--- src/rtl/core/mer_pkg.sv ---
// ----------------------------------------------------------------------------
// mer_pkg
// Shared types and constants of the midpoint ellipse rasterizer: command
// codes, datapath command and status groups, default widths.
// ----------------------------------------------------------------------------
package mer_pkg;

  localparam int RadiusBitsDef = 11;
  localparam int CoordBitsDef  = 16;

  localparam logic CmdStart = 1'b0;
  localparam logic CmdStep  = 1'b1;

  typedef enum logic [2:0] {
    MUL_RX_RX,
    MUL_RY_RY,
    MUL_RX2_RY,
    MUL_X_XP1,
    MUL_YM_YM,
    MUL_RY2_TA,
    MUL_RX2_TB,
    MUL_RX2_RY2
  } mul_sel_e;

  typedef enum logic [3:0] {
    WB_NONE,
    WB_LOAD,
    WB_RX2,
    WB_RY2,
    WB_START,
    WB_TA,
    WB_TB,
    WB_ACC_SET,
    WB_ACC_ADD,
    WB_ACC_SUB,
    WB_SWITCH,
    WB_EMIT,
    WB_DECIDE
  } wb_sel_e;

  typedef struct packed {
    mul_sel_e mul_sel;
    wb_sel_e  wb_sel;
  } dp_cmd_t;

  typedef struct packed {
    logic active;
    logic switch_due;
  } dp_status_t;

endpackage

--- src/rtl/core/mer_datapath.sv ---
// ----------------------------------------------------------------------------
// mer_datapath
// Ellipse walk state, shared multiplier with registered product, decision
// arithmetic and the registered output group.
// ----------------------------------------------------------------------------
module mer_datapath #(
  parameter int RADIUS_BITS = mer_pkg::RadiusBitsDef,
  parameter int COORD_BITS  = mer_pkg::CoordBitsDef
) (
  input  logic                          clk_i,
  input  logic                          rst_ni,
  input  mer_pkg::dp_cmd_t              cmd_i,
  output mer_pkg::dp_status_t           status_o,
  input  logic signed [COORD_BITS-1:0]  center_x_i,
  input  logic signed [COORD_BITS-1:0]  center_y_i,
  input  logic        [RADIUS_BITS-1:0] radius_x_i,
  input  logic        [RADIUS_BITS-1:0] radius_y_i,
  output logic signed [COORD_BITS:0]    right_lower_x_o,
  output logic signed [COORD_BITS:0]    right_lower_y_o,
  output logic signed [COORD_BITS:0]    left_lower_x_o,
  output logic signed [COORD_BITS:0]    left_lower_y_o,
  output logic signed [COORD_BITS:0]    right_upper_x_o,
  output logic signed [COORD_BITS:0]    right_upper_y_o,
  output logic signed [COORD_BITS:0]    left_upper_x_o,
  output logic signed [COORD_BITS:0]    left_upper_y_o,
  output logic                          last_group_o
);
  import mer_pkg::*;

  localparam int RW   = RADIUS_BITS;
  localparam int SQW  = 2 * RW;
  localparam int XW   = RW + 1;
  localparam int YW   = RW + 2;
  localparam int SW   = 3 * RW + 3;
  localparam int DW   = 4 * RW + 4;
  localparam int MW   = 2 * RW + 3;
  localparam int PW   = 2 * MW;
  localparam int OW   = COORD_BITS + 1;
  localparam int SUMW = ((COORD_BITS > YW) ? COORD_BITS : YW) + 1;

  logic signed [COORD_BITS-1:0] cc_q, cr_q;
  logic        [RW-1:0]         rx_q, ry_q;
  logic        [SQW-1:0]        rx2_q, ry2_q;
  logic        [XW-1:0]         x_q;
  logic signed [YW-1:0]         y_q;
  logic signed [SW-1:0]         sx_q, sy_q;
  logic signed [DW-1:0]         dec_q, acc_q;
  logic        [MW-1:0]         ta_q, tb_q;
  logic        [PW-1:0]         prod_q;
  logic                         r2_q, act_q, br_q;

  logic signed [OW-1:0]         rlx_q, rly_q, llx_q, lly_q;
  logic signed [OW-1:0]         rux_q, ruy_q, lux_q, luy_q;
  logic                         last_q;

  logic        [MW-1:0]         mul_a, mul_b;
  logic signed [DW-1:0]         prod_s, rx2_s, ry2_s, sx_s, sy_s;
  logic signed [DW-1:0]         add_t, part_t, dec_next;
  logic signed [SW-1:0]         sx_inc, sy_dec;
  logic signed [YW:0]           ym;
  logic        [YW:0]           ym_abs;
  logic                         dec_neg, dec_pos, step_x, step_y, last, fix;
  logic signed [SUMW-1:0]       cx_e, cy_e, x_e, y_e;
  logic signed [SUMW-1:0]       px, mx, py, my;

  always_comb begin
    prod_s  = $signed(prod_q[DW-1:0]);
    rx2_s   = $signed(DW'(rx2_q));
    ry2_s   = $signed(DW'(ry2_q));
    sx_s    = DW'(sx_q);
    sy_s    = DW'(sy_q);
    sx_inc  = $signed(SW'({ry2_q, 1'b0}));
    sy_dec  = $signed(SW'({rx2_q, 1'b0}));

    ym      = $signed({y_q[YW-1], y_q}) - $signed((YW+1)'(1));
    ym_abs  = ym[YW] ? $unsigned(-ym) : $unsigned(ym);

    dec_neg = dec_q[DW-1];
    dec_pos = !dec_q[DW-1] && (dec_q != '0);
    step_x  = !r2_q || !dec_pos;
    step_y  = r2_q || !dec_neg;
    last    = r2_q && (y_q[YW-1] || (y_q == '0));
    fix     = acc_q[DW-1] && (ry2_q[1:0] != 2'b00);

    add_t   = r2_q ? rx2_s : ry2_s;
    if (br_q) begin
      part_t = r2_q ? -sy_s : sx_s;
    end else begin
      part_t = sx_s - sy_s;
    end
    dec_next = dec_q + part_t + add_t;

    cx_e = SUMW'(cc_q);
    cy_e = SUMW'(cr_q);
    x_e  = $signed(SUMW'(x_q));
    y_e  = SUMW'(y_q);
    px   = cx_e + x_e;
    mx   = cx_e - x_e;
    py   = cy_e + y_e;
    my   = cy_e - y_e;
  end

  always_comb begin
    unique case (cmd_i.mul_sel)
      MUL_RX_RX: begin
        mul_a = MW'(rx_q);
        mul_b = MW'(rx_q);
      end
      MUL_RY_RY: begin
        mul_a = MW'(ry_q);
        mul_b = MW'(ry_q);
      end
      MUL_RX2_RY: begin
        mul_a = MW'(rx2_q);
        mul_b = MW'(ry_q);
      end
      MUL_X_XP1: begin
        mul_a = MW'(x_q);
        mul_b = MW'(x_q) + MW'(1'b1);
      end
      MUL_YM_YM: begin
        mul_a = MW'(ym_abs);
        mul_b = MW'(ym_abs);
      end
      MUL_RY2_TA: begin
        mul_a = MW'(ry2_q);
        mul_b = ta_q;
      end
      MUL_RX2_TB: begin
        mul_a = MW'(rx2_q);
        mul_b = tb_q;
      end
      MUL_RX2_RY2: begin
        mul_a = MW'(rx2_q);
        mul_b = MW'(ry2_q);
      end
      default: begin
        mul_a = '0;
        mul_b = '0;
      end
    endcase
  end

  always_ff @(posedge clk_i) begin
    prod_q <= PW'(mul_a) * PW'(mul_b);
    unique case (cmd_i.wb_sel)
      WB_LOAD: begin
        cc_q <= center_x_i;
        cr_q <= center_y_i;
        rx_q <= radius_x_i;
        ry_q <= radius_y_i;
        x_q  <= '0;
        y_q  <= $signed(YW'(radius_y_i));
        sx_q <= '0;
      end
      WB_RX2:  rx2_q <= prod_q[SQW-1:0];
      WB_RY2:  ry2_q <= prod_q[SQW-1:0];
      WB_START: begin
        sy_q  <= $signed({prod_q[SW-2:0], 1'b0});
        dec_q <= ry2_s - prod_s + $signed(DW'(rx2_q >> 2));
      end
      WB_TA:      ta_q  <= prod_q[MW-1:0];
      WB_TB:      tb_q  <= prod_q[MW-1:0];
      WB_ACC_SET: acc_q <= prod_s;
      WB_ACC_ADD: acc_q <= acc_q + prod_s;
      WB_ACC_SUB: acc_q <= acc_q - prod_s + $signed(DW'(ry2_q >> 2));
      WB_SWITCH:  dec_q <= acc_q + $signed(DW'(fix));
      WB_EMIT: begin
        rlx_q  <= $signed(px[OW-1:0]);
        rly_q  <= $signed(py[OW-1:0]);
        llx_q  <= $signed(mx[OW-1:0]);
        lly_q  <= $signed(py[OW-1:0]);
        rux_q  <= $signed(px[OW-1:0]);
        ruy_q  <= $signed(my[OW-1:0]);
        lux_q  <= $signed(mx[OW-1:0]);
        luy_q  <= $signed(my[OW-1:0]);
        last_q <= last;
        br_q   <= r2_q ? dec_pos : dec_neg;
        if (step_x) begin
          x_q  <= x_q + XW'(1'b1);
          sx_q <= sx_q + sx_inc;
        end
        if (step_y) begin
          y_q  <= y_q - $signed(YW'(1));
          sy_q <= sy_q - sy_dec;
        end
      end
      WB_DECIDE: dec_q <= dec_next;
      WB_NONE: ;
      default: ;
    endcase
  end

  always_ff @(posedge clk_i or negedge rst_ni) begin
    if (!rst_ni) begin
      r2_q  <= 1'b0;
      act_q <= 1'b0;
    end else begin
      if (cmd_i.wb_sel == WB_LOAD) begin
        r2_q  <= 1'b0;
        act_q <= 1'b1;
      end else if (cmd_i.wb_sel == WB_SWITCH) begin
        r2_q <= 1'b1;
      end else if (cmd_i.wb_sel == WB_EMIT && last) begin
        act_q <= 1'b0;
      end
    end
  end

  assign status_o.active     = act_q;
  assign status_o.switch_due = !r2_q && !(sx_q < sy_q);

  assign right_lower_x_o = rlx_q;
  assign right_lower_y_o = rly_q;
  assign left_lower_x_o  = llx_q;
  assign left_lower_y_o  = lly_q;
  assign right_upper_x_o = rux_q;
  assign right_upper_y_o = ruy_q;
  assign left_upper_x_o  = lux_q;
  assign left_upper_y_o  = luy_q;
  assign last_group_o    = last_q;

endmodule

--- src/rtl/core/mer_ctrl.sv ---
// ----------------------------------------------------------------------------
// mer_ctrl
// Sequencer: takes items, runs the multiply sequences for start and region
// change, issues emit and decision update, owns the output valid flag.
// ----------------------------------------------------------------------------
module mer_ctrl (
  input  logic                clk_i,
  input  logic                rst_ni,
  input  logic                in_valid_i,
  output logic                in_stall_o,
  input  logic                command_i,
  output logic                out_valid_o,
  input  logic                out_stall_i,
  input  mer_pkg::dp_status_t status_i,
  output mer_pkg::dp_cmd_t    cmd_o
);
  import mer_pkg::*;

  typedef enum logic [3:0] {
    S_IDLE,
    S_LD_SQX,
    S_LD_SQY,
    S_LD_SLOPE,
    S_LD_FIN,
    S_SW_XX,
    S_SW_YY,
    S_SW_A,
    S_SW_B,
    S_SW_C,
    S_SW_D,
    S_SW_FIX,
    S_EMIT,
    S_DEC
  } state_e;

  state_e state_q, state_d;
  logic   out_valid_q, out_valid_d;
  logic   accept, slot_free;

  assign accept    = in_valid_i && (state_q == S_IDLE);
  assign slot_free = !out_valid_q || !out_stall_i;

  always_comb begin
    state_d       = state_q;
    cmd_o.mul_sel = MUL_RX_RX;
    cmd_o.wb_sel  = WB_NONE;
    out_valid_d   = out_valid_q && out_stall_i;
    unique case (state_q)
      S_IDLE: begin
        if (accept) begin
          if (command_i == CmdStart) begin
            cmd_o.wb_sel = WB_LOAD;
            state_d      = S_LD_SQX;
          end else if (status_i.active) begin
            state_d = status_i.switch_due ? S_SW_XX : S_EMIT;
          end
        end
      end
      S_LD_SQX: begin
        cmd_o.mul_sel = MUL_RX_RX;
        state_d       = S_LD_SQY;
      end
      S_LD_SQY: begin
        cmd_o.mul_sel = MUL_RY_RY;
        cmd_o.wb_sel  = WB_RX2;
        state_d       = S_LD_SLOPE;
      end
      S_LD_SLOPE: begin
        cmd_o.mul_sel = MUL_RX2_RY;
        cmd_o.wb_sel  = WB_RY2;
        state_d       = S_LD_FIN;
      end
      S_LD_FIN: begin
        cmd_o.wb_sel = WB_START;
        state_d      = S_IDLE;
      end
      S_SW_XX: begin
        cmd_o.mul_sel = MUL_X_XP1;
        state_d       = S_SW_YY;
      end
      S_SW_YY: begin
        cmd_o.mul_sel = MUL_YM_YM;
        cmd_o.wb_sel  = WB_TA;
        state_d       = S_SW_A;
      end
      S_SW_A: begin
        cmd_o.mul_sel = MUL_RY2_TA;
        cmd_o.wb_sel  = WB_TB;
        state_d       = S_SW_B;
      end
      S_SW_B: begin
        cmd_o.mul_sel = MUL_RX2_TB;
        cmd_o.wb_sel  = WB_ACC_SET;
        state_d       = S_SW_C;
      end
      S_SW_C: begin
        cmd_o.mul_sel = MUL_RX2_RY2;
        cmd_o.wb_sel  = WB_ACC_ADD;
        state_d       = S_SW_D;
      end
      S_SW_D: begin
        cmd_o.wb_sel = WB_ACC_SUB;
        state_d      = S_SW_FIX;
      end
      S_SW_FIX: begin
        cmd_o.wb_sel = WB_SWITCH;
        state_d      = S_EMIT;
      end
      S_EMIT: begin
        if (slot_free) begin
          cmd_o.wb_sel = WB_EMIT;
          out_valid_d  = 1'b1;
          state_d      = S_DEC;
        end
      end
      S_DEC: begin
        cmd_o.wb_sel = WB_DECIDE;
        state_d      = S_IDLE;
      end
      default: state_d = S_IDLE;
    endcase
  end

  always_ff @(posedge clk_i or negedge rst_ni) begin
    if (!rst_ni) begin
      state_q     <= S_IDLE;
      out_valid_q <= 1'b0;
    end else begin
      state_q     <= state_d;
      out_valid_q <= out_valid_d;
    end
  end

  assign in_stall_o  = (state_q != S_IDLE);
  assign out_valid_o = out_valid_q;

endmodule

--- src/rtl/core/midpoint_ellipse_rasterizer_core.sv ---
// Start item: accepted, then radius squaring and start setup run on the shared multiplier.
// Step item: point group issued when the output slot is free, then the decision update.
// A step entering region two first runs region-change work on the shared multiplier.
// No new item is taken until the emit and decision update of the current step are done.
// Reset is asynchronous, active low: block idle, no ellipse active, no output pending.
// ----------------------------------------------------------------------------
// midpoint_ellipse_rasterizer_core
// Midpoint ellipse outline walker emitting four mirrored points per step.
// ----------------------------------------------------------------------------
module midpoint_ellipse_rasterizer_core #(
  parameter int RADIUS_BITS = mer_pkg::RadiusBitsDef,
  parameter int COORD_BITS  = mer_pkg::CoordBitsDef
) (
  input  logic                          clk_i,
  input  logic                          rst_ni,
  input  logic                          in_valid_i,
  output logic                          in_stall_o,
  input  logic                          command_i,
  input  logic signed [COORD_BITS-1:0]  center_x_i,
  input  logic signed [COORD_BITS-1:0]  center_y_i,
  input  logic        [RADIUS_BITS-1:0] radius_x_i,
  input  logic        [RADIUS_BITS-1:0] radius_y_i,
  output logic                          out_valid_o,
  input  logic                          out_stall_i,
  output logic signed [COORD_BITS:0]    right_lower_x_o,
  output logic signed [COORD_BITS:0]    right_lower_y_o,
  output logic signed [COORD_BITS:0]    left_lower_x_o,
  output logic signed [COORD_BITS:0]    left_lower_y_o,
  output logic signed [COORD_BITS:0]    right_upper_x_o,
  output logic signed [COORD_BITS:0]    right_upper_y_o,
  output logic signed [COORD_BITS:0]    left_upper_x_o,
  output logic signed [COORD_BITS:0]    left_upper_y_o,
  output logic                          last_group_o
);
  import mer_pkg::*;

  dp_cmd_t    dp_cmd;
  dp_status_t dp_status;

  mer_ctrl u_ctrl (
    .clk_i       (clk_i),
    .rst_ni      (rst_ni),
    .in_valid_i  (in_valid_i),
    .in_stall_o  (in_stall_o),
    .command_i   (command_i),
    .out_valid_o (out_valid_o),
    .out_stall_i (out_stall_i),
    .status_i    (dp_status),
    .cmd_o       (dp_cmd)
  );

  mer_datapath #(
    .RADIUS_BITS (RADIUS_BITS),
    .COORD_BITS  (COORD_BITS)
  ) u_datapath (
    .clk_i           (clk_i),
    .rst_ni          (rst_ni),
    .cmd_i           (dp_cmd),
    .status_o        (dp_status),
    .center_x_i      (center_x_i),
    .center_y_i      (center_y_i),
    .radius_x_i      (radius_x_i),
    .radius_y_i      (radius_y_i),
    .right_lower_x_o (right_lower_x_o),
    .right_lower_y_o (right_lower_y_o),
    .left_lower_x_o  (left_lower_x_o),
    .left_lower_y_o  (left_lower_y_o),
    .right_upper_x_o (right_upper_x_o),
    .right_upper_y_o (right_upper_y_o),
    .left_upper_x_o  (left_upper_x_o),
    .left_upper_y_o  (left_upper_y_o),
    .last_group_o    (last_group_o)
  );

endmodule

--- config.mk ---
export PLATFORM = sky130hd
export DESIGN_NAME = midpoint_ellipse_rasterizer_core
export DESIGN_NICKNAME = d
export VERILOG_FILES = /design/src/rtl/core/mer_pkg.sv /design/src/rtl/core/mer_datapath.sv /design/src/rtl/core/mer_ctrl.sv /design/src/rtl/core/midpoint_ellipse_rasterizer_core.sv
export SDC_FILE = /design/constraint.sdc
export NUM_CORES = 2
export LEC_CHECK = 0
export BUFFER_PORTS_ARGS = -buffer_cell sky130_fd_sc_hd__buf_4
export CORE_MARGIN = 8
export CORE_UTILIZATION = 50
export DETAILED_ROUTE_END_ITERATION = 6
export MAX_ROUTING_LAYER = met4
export PLACE_DENSITY = 0.69
export SETUP_SLACK_MARGIN = 0.1
export SYNTH_ARGS = -nofsm -noshare
export SYNTH_HDL_FRONTEND = slang
export SYNTH_SLANG_ARGS = --single-unit
--- constraint.sdc ---
create_clock -name clk_i -period 12.17 [get_ports clk_i]
set_clock_uncertainty 0.1 [all_clocks]
set_input_delay 1.8255 -clock clk_i [delete_from_list [all_inputs] [get_ports clk_i]]
set_output_delay 1.8255 -clock clk_i [all_outputs]
set_load 0.02 [all_outputs]
After elaboration in Yosys (flattened, before gate mapping) --
Index checks and enable logic that the tools add are counted.
Operators by class: $add $sub $neg 21, multiply operators 1, $lt $le $gt $ge 1, equality and inequality tests 38, mux-type cells 35, reduce and logical (&&, ||, !) cells 36
Operators by type and width (count):
- one-hot mux 48 bit (3 select lines) | 2
- one-hot mux 25 bit (7 select lines) | 1
- one-hot mux 25 bit (6 select lines) | 1
- adder 48 bit | 3
- one-hot mux 36 bit (2 select lines) | 2
- adder 48 x 21 -> 48 bit | 2
- 2-to-1 mux 48 bit | 2
- one-hot mux 4 bit (12 select lines) | 2
- 2-to-1 mux 36 bit | 2
- adder 48 x 2 -> 48 bit | 1
- multiplier 25 x 25 -> 48 bit | 1
- negation 36 -> 48 bit | 1
- nonzero test 48 bit | 1
- subtractor 23 x 48 -> 48 bit | 1
- subtractor 48 bit | 1
- == test 4 bit, second input constant | 11
- subtractor 36 x 36 -> 37 bit | 1
- adder 36 x 24 -> 36 bit | 1
- less-than comparator 36 bit | 1
- subtractor 36 x 24 -> 36 bit | 1
- adder 16 x 13 -> 17 bit | 2
- subtractor 16 x 13 -> 17 bit | 2
- == test 4 x 3 -> 1 bit, second input constant | 8
- 2-to-1 mux 4 bit | 7
- 33 further kinds | 75
Storage, ports and cells: flip-flop bits (word level) 466, output and inout port bits 139, logic and storage cells 157

Logic depth before layout (Yosys ltp) --
depth after elaboration 9, gate-level depth with buffers 38, gate-level depth less buffers 36

Hierarchy --
Synthesis repeated with hierarchy kept, for this count alone.
Unflattened totals: cell total of the unflattened synthesis 6546, area, all modules 57998.1 sq um
By module, submodules not included:
- mer_datapath | times used 1, cells each 6478, area each 57472.6 sq um
- mer_ctrl | times used 1, cells each 68, area each 525.5 sq um

Worst setup path before layout --
OpenSTA, ideal clock, no wires.
path type flip-flop to flip-flop, from register u_ctrl.state_q[3], to register u_datapath.prod_q[47], setup time 0.095 ns, data arrival time 8.997 ns, data required time 11.975 ns, setup slack 2.978 ns, cell stages (with the launch flop) 33, cell sequence dfrtp_1 > clkbuf_1 > nand2b_1 > nor2_1 > buf_2 > buf_1 > buf_1 > a22o_1 > clkbuf_1 > nand2_1 > fa_1 > inv_1 > fa_1 > inv_1 > fa_1 > fa_1 > fa_1 > inv_1 > fa_1 > inv_1 > fa_1 > inv_1 > ha_1 > clkbuf_1 > a21o_1 > a21o_1 > a211oi_1 > nand2_1 > a2111oi_1 > nor3_1 > o21bai_1 > a31o_2 > o311ai_1
Between the ends: cells in the longest elaborated chain, start to end 6, elaborated cells on any way between the ends 21
Ends and longest elaborated chain:
- start, declared | RTL line mer_ctrl.sv:36 | state_e state_q, state_d;
- start signal, assigned | RTL line mer_ctrl.sv:129 | state_q <= state_d;
- == test 4 bit (tied with other cells) | RTL line mer_ctrl.sv:48 | unique case (state_q)
- one-hot mux 3 bit (7 select lines) * | RTL line mer_ctrl.sv:48
- == test 3 x 2 -> 1 bit (tied with other cells) | RTL line mer_datapath.sv:104 | unique case (cmd_i.mul_sel)
- OR reduction 3 bit (no source line) or OR reduction 2 bit (tied branches)
- one-hot mux 25 bit (6 select lines) or one-hot mux 25 bit (7 select lines) (tied branches) | RTL line mer_datapath.sv:104
- multiplier 25 x 25 -> 48 bit * | RTL line mer_datapath.sv:145 | prod_q <= PW'(mul_a) * PW'(mul_b);
- end signal, assigned | RTL line mer_datapath.sv:145
- end, declared | RTL line mer_datapath.sv:49 | logic [PW-1:0] prod_q;
Mark *: on every way between the ends. The rest lies on a longest branch, timed or not. The select of a mux whose other input is x is not followed. A chain may end at the register's enable or synchronous reset.

Worst setup path in the final report --
Same ends and word-level chain as after synthesis.

==> metrics.md <==
| Metric | Value |
|---|---|
| Outcome | `finished with violations` |
| Failing checks | `DRC` |
| All-Layer GR Usage | `0.295` |
| Post-DP HPWL | `approximately 150000 µm` |
| CTS H-tree depth | `2` |
| Largest net degree at the start of global routing | `74` |
| Synth cell types | `104` |
| Port bufs | `around 200` |
| Crit Path Max Fanout | `19` |
| Final period utilization | `0.918` |
| Commonest non-fill, non-tap cell in the layout | `inv_1` |
| Yosys warns | `0` |
| Initial drt markers | `about 4800` |
| Total gr overflow | `0` |
| Slew HR | `0.102` |
| Die width | `357 µm` |
| Share of layout cells above drive strength 1 | `0.0695` |
| CTS Buffer Depth | `3` |
| Worst EP arrival | `roughly 12 ns` |
| Via count | `between 40000 and 50000` |
| Critical path origin | `u_ctrl.state_q[3]` |
| Die span in y | `roughly 360 µm` |
| Ys async rst share | `0.0152` |
| CTS buffer count | `57` |
| TritonCTS clock tree | `done` |
| Slew @ Worst Pin | `roughly 1.3 ns` |
| Synth top area cells | `edfxtp_1 (21%), fa_1 (18%), ha_1 (12%), inv_1 (6.4%), xnor2_1 (5.2%)` |
| Die Footprint | `0.127 mm²` |
| Post-synth top area share | `0.211` |
| Starting Density | `0.502` |
| Clock latency on the worst-skew pair | `approximately 0.7 ns` |
| Vias in the first global route | `~47000` |
| DRC Markers | `12` |
| Initial antenna violation count | `7` |
| Num ports | `a little under 200` |
| Clk slew on worst S/H paths | `roughly 0.060 ns` |
| Leading cell types in the layout, fill and taps excluded | `inv_1 (987), nand2_1 (719), ha_1 (568)` |
| Crit end category | `flip-flop` |
| GPL Wtd Cong | `approximately 1.0` |
| Total Neg Setup Slack | `0 ns` |
| Hold_buf cts | `0` |
| Fin crit period | `~11 ns` |
| Mapped Nets | `~7700` |
| Syn Std Cell Area | `0.0581 mm²` |
| Syn Area/Cell | `approximately 9 µm²` |
| Ys flop type | `edfxtp_1` |
| Pre-antenna DRT Iters | `7` |
| Hold crit path type | `flip-flop to flip-flop` |
| Num rows | `~130` |
| Seq cells post-synth | `462` |
| Leading area contributor after synthesis | `edfxtp_1` |
| Total clock sinks | `about 460` |
| RSZ-0062 raised after global routing | `no` |
| Max Transition Viols Final | `0` |
| Synth-to-layout area growth | `8.05%` |
| FF-to-FF Start | `u_ctrl.state_q[3]` |
| MaxCap Viol Count | `0` |
| Final Hold Fails | `0` |
| Routed Antenna Nets | `0` |
| Critical hold path startpoint | `u_datapath.act_q` |
| Mean number of vias per cell | `about 6.0` |
| First-pass GRT wire length | `~280000 µm` |
| Final wirelength | `roughly 190000 µm` |
| Max Fclk | `about 90 MHz` |
| Number of synthesized flops with an enable pin | `around 410` |
| Final Setup Violations | `0` |
| Core ar. | `about 0.12 mm²` |
| Nets | `7761` |
| Drt wl/cell | `~23 µm` |
| CP Class | `flip-flop to flip-flop` |
| Post-Synthesis Cells | `6564` |
| Crit start category | `flip-flop` |
| Root Buffer | `clkbuf_16` |
| Seq/Total Area, Yosys | `0.230` |
| Req. time, crit path | `roughly 13 ns` |
[worst paths after layout]
kind / end / slack, ns / cells past startpoint
min in group asynchronous: u_datapath.r2_q / 0.84 / 1
worst min-delay path: u_datapath.act_q / 0.46 / 2
worst max register to register: u_datapath.prod_q[47] / 1.00 / 26
max in group asynchronous: u_datapath.r2_q / 10.99 / 1
worst max-delay path: u_datapath.prod_q[47] / 1.00 / 26
worst min register to register: u_datapath.act_q / 0.46 / 2
[Yosys cell counts, types with 60 or more instances]
library cell / instances
ha_1: 568
o21bai_1: 60
fa_1: 528
a21oi_1: 330
and2_1: 76
edfxtp_1: 407
nor2_1: 442
and3_1: 68
o21ai_0: 322
clkbuf_1: 198
xor2_1: 94
nand2_1: 720
nor3_1: 91
a21o_1: 142
xnor2_1: 345
nand3_1: 126
a22oi_1: 81
inv_1: 989
buf_4: 70
[per-stage QoR]
step           setup WS (ns)  instance area, µm²  std cells  hold WS, ns  utilization
6_report                1.00               62700       8181        0.458        0.542
5_1_grt                0.466               62700       8181        0.479        0.542
3_5_place_dp           0.934               60800       8071        0.420        0.525
4_1_cts                0.864               62700       8175        0.449        0.542
2_1_floorplan           2.98               58100       6564        0.352            -
3_3_place_gp            1.04               60800       8071        0.423        0.525
[metal layers]
metal	global-route usage	up-vias	wire [µm]
met2	0.443	2278	81800
li1	-	22269	-
met4	0.104	0	8140
met5	-	-	0
met3	0.0500	373	17800
met1	0.404	23930	78800
[logic make-up (layout without fill, tap and decap cells)]
kind of cell	count (synthesis)	after routing	synth area share
other	0	6	0
buffers and inverters	1287	1374	0.0881
and+or+nand+nor	1863	1863	0.149
DFF	462	462	0.230
adders and majority gates	1096	1096	0.304
AOI/OAI and AO/OA	1378	1378	0.155
xor gates and xnor gates	439	439	0.0662
muxes	39	39	0.00705
[worst max-delay path, cell delays in order, from the launching register on]
cell and delay (ns):
dfrtp_1 0.77, nor2_1 0.20, and2_1 0.37, nor2b_2 0.33, a222oi_1 1.01, nand3_1 0.89
nand2_1 0.30, fa_1 0.46, fa_1 0.50, inv_1 0.07, fa_1 0.52, fa_1 0.54
fa_1 0.52, fa_1 0.54, inv_1 0.05, fa_1 0.53, inv_1 0.04, ha_1 0.38
a21o_1 0.23, a21o_1 0.20, a211oi_1 0.50, nand2_1 0.18, a2111oi_2 0.78, nor3_1 0.14
o21bai_1 0.32, a31o_2 0.34, o311ai_1 0.24
[state kept, by name, indices dropped and copies added (netlist names), 4 cells and up]
register	count
u_datapath.cc_q	16
u_datapath.ry2_q	22
u_ctrl.state_q	4
u_datapath.ry_q	11
u_datapath.x_q	12
u_datapath.left_upper_y_o	17
u_datapath.sy_q	35
u_datapath.dec_q	48
u_datapath.rx2_q	22
u_datapath.left_lower_x_o	17
u_datapath.y_q	13
u_datapath.acc_q	48
u_datapath.right_lower_x_o	16
u_datapath.right_lower_y_o	16
u_datapath.prod_q	48
u_datapath.sx_q	35
u_datapath.tb_q	25
u_datapath.ta_q	25
u_datapath.rx_q	11
u_datapath.cr_q	16
[timing repair]
item	CTS	global route
buffers inserted	0	0
setup endpoints to repair	0	1
hold endpoints to repair	0	0
resized for setup	0	1
[layout make-up]
class                      instances  area, µm²
timing repair buffer             281       2110
multi-input combinational       4815      39700
sequential                       462      13400
fill                           10506      53000
tap                             1524       1910
clock buffer                      69       1530
inverter                         989       3710
clock inverter                    35        400
antenna                            6       15.0
Power is not shown: default switching activity piles up to over one toggle a cycle in this logic, so the estimate is an artifact.
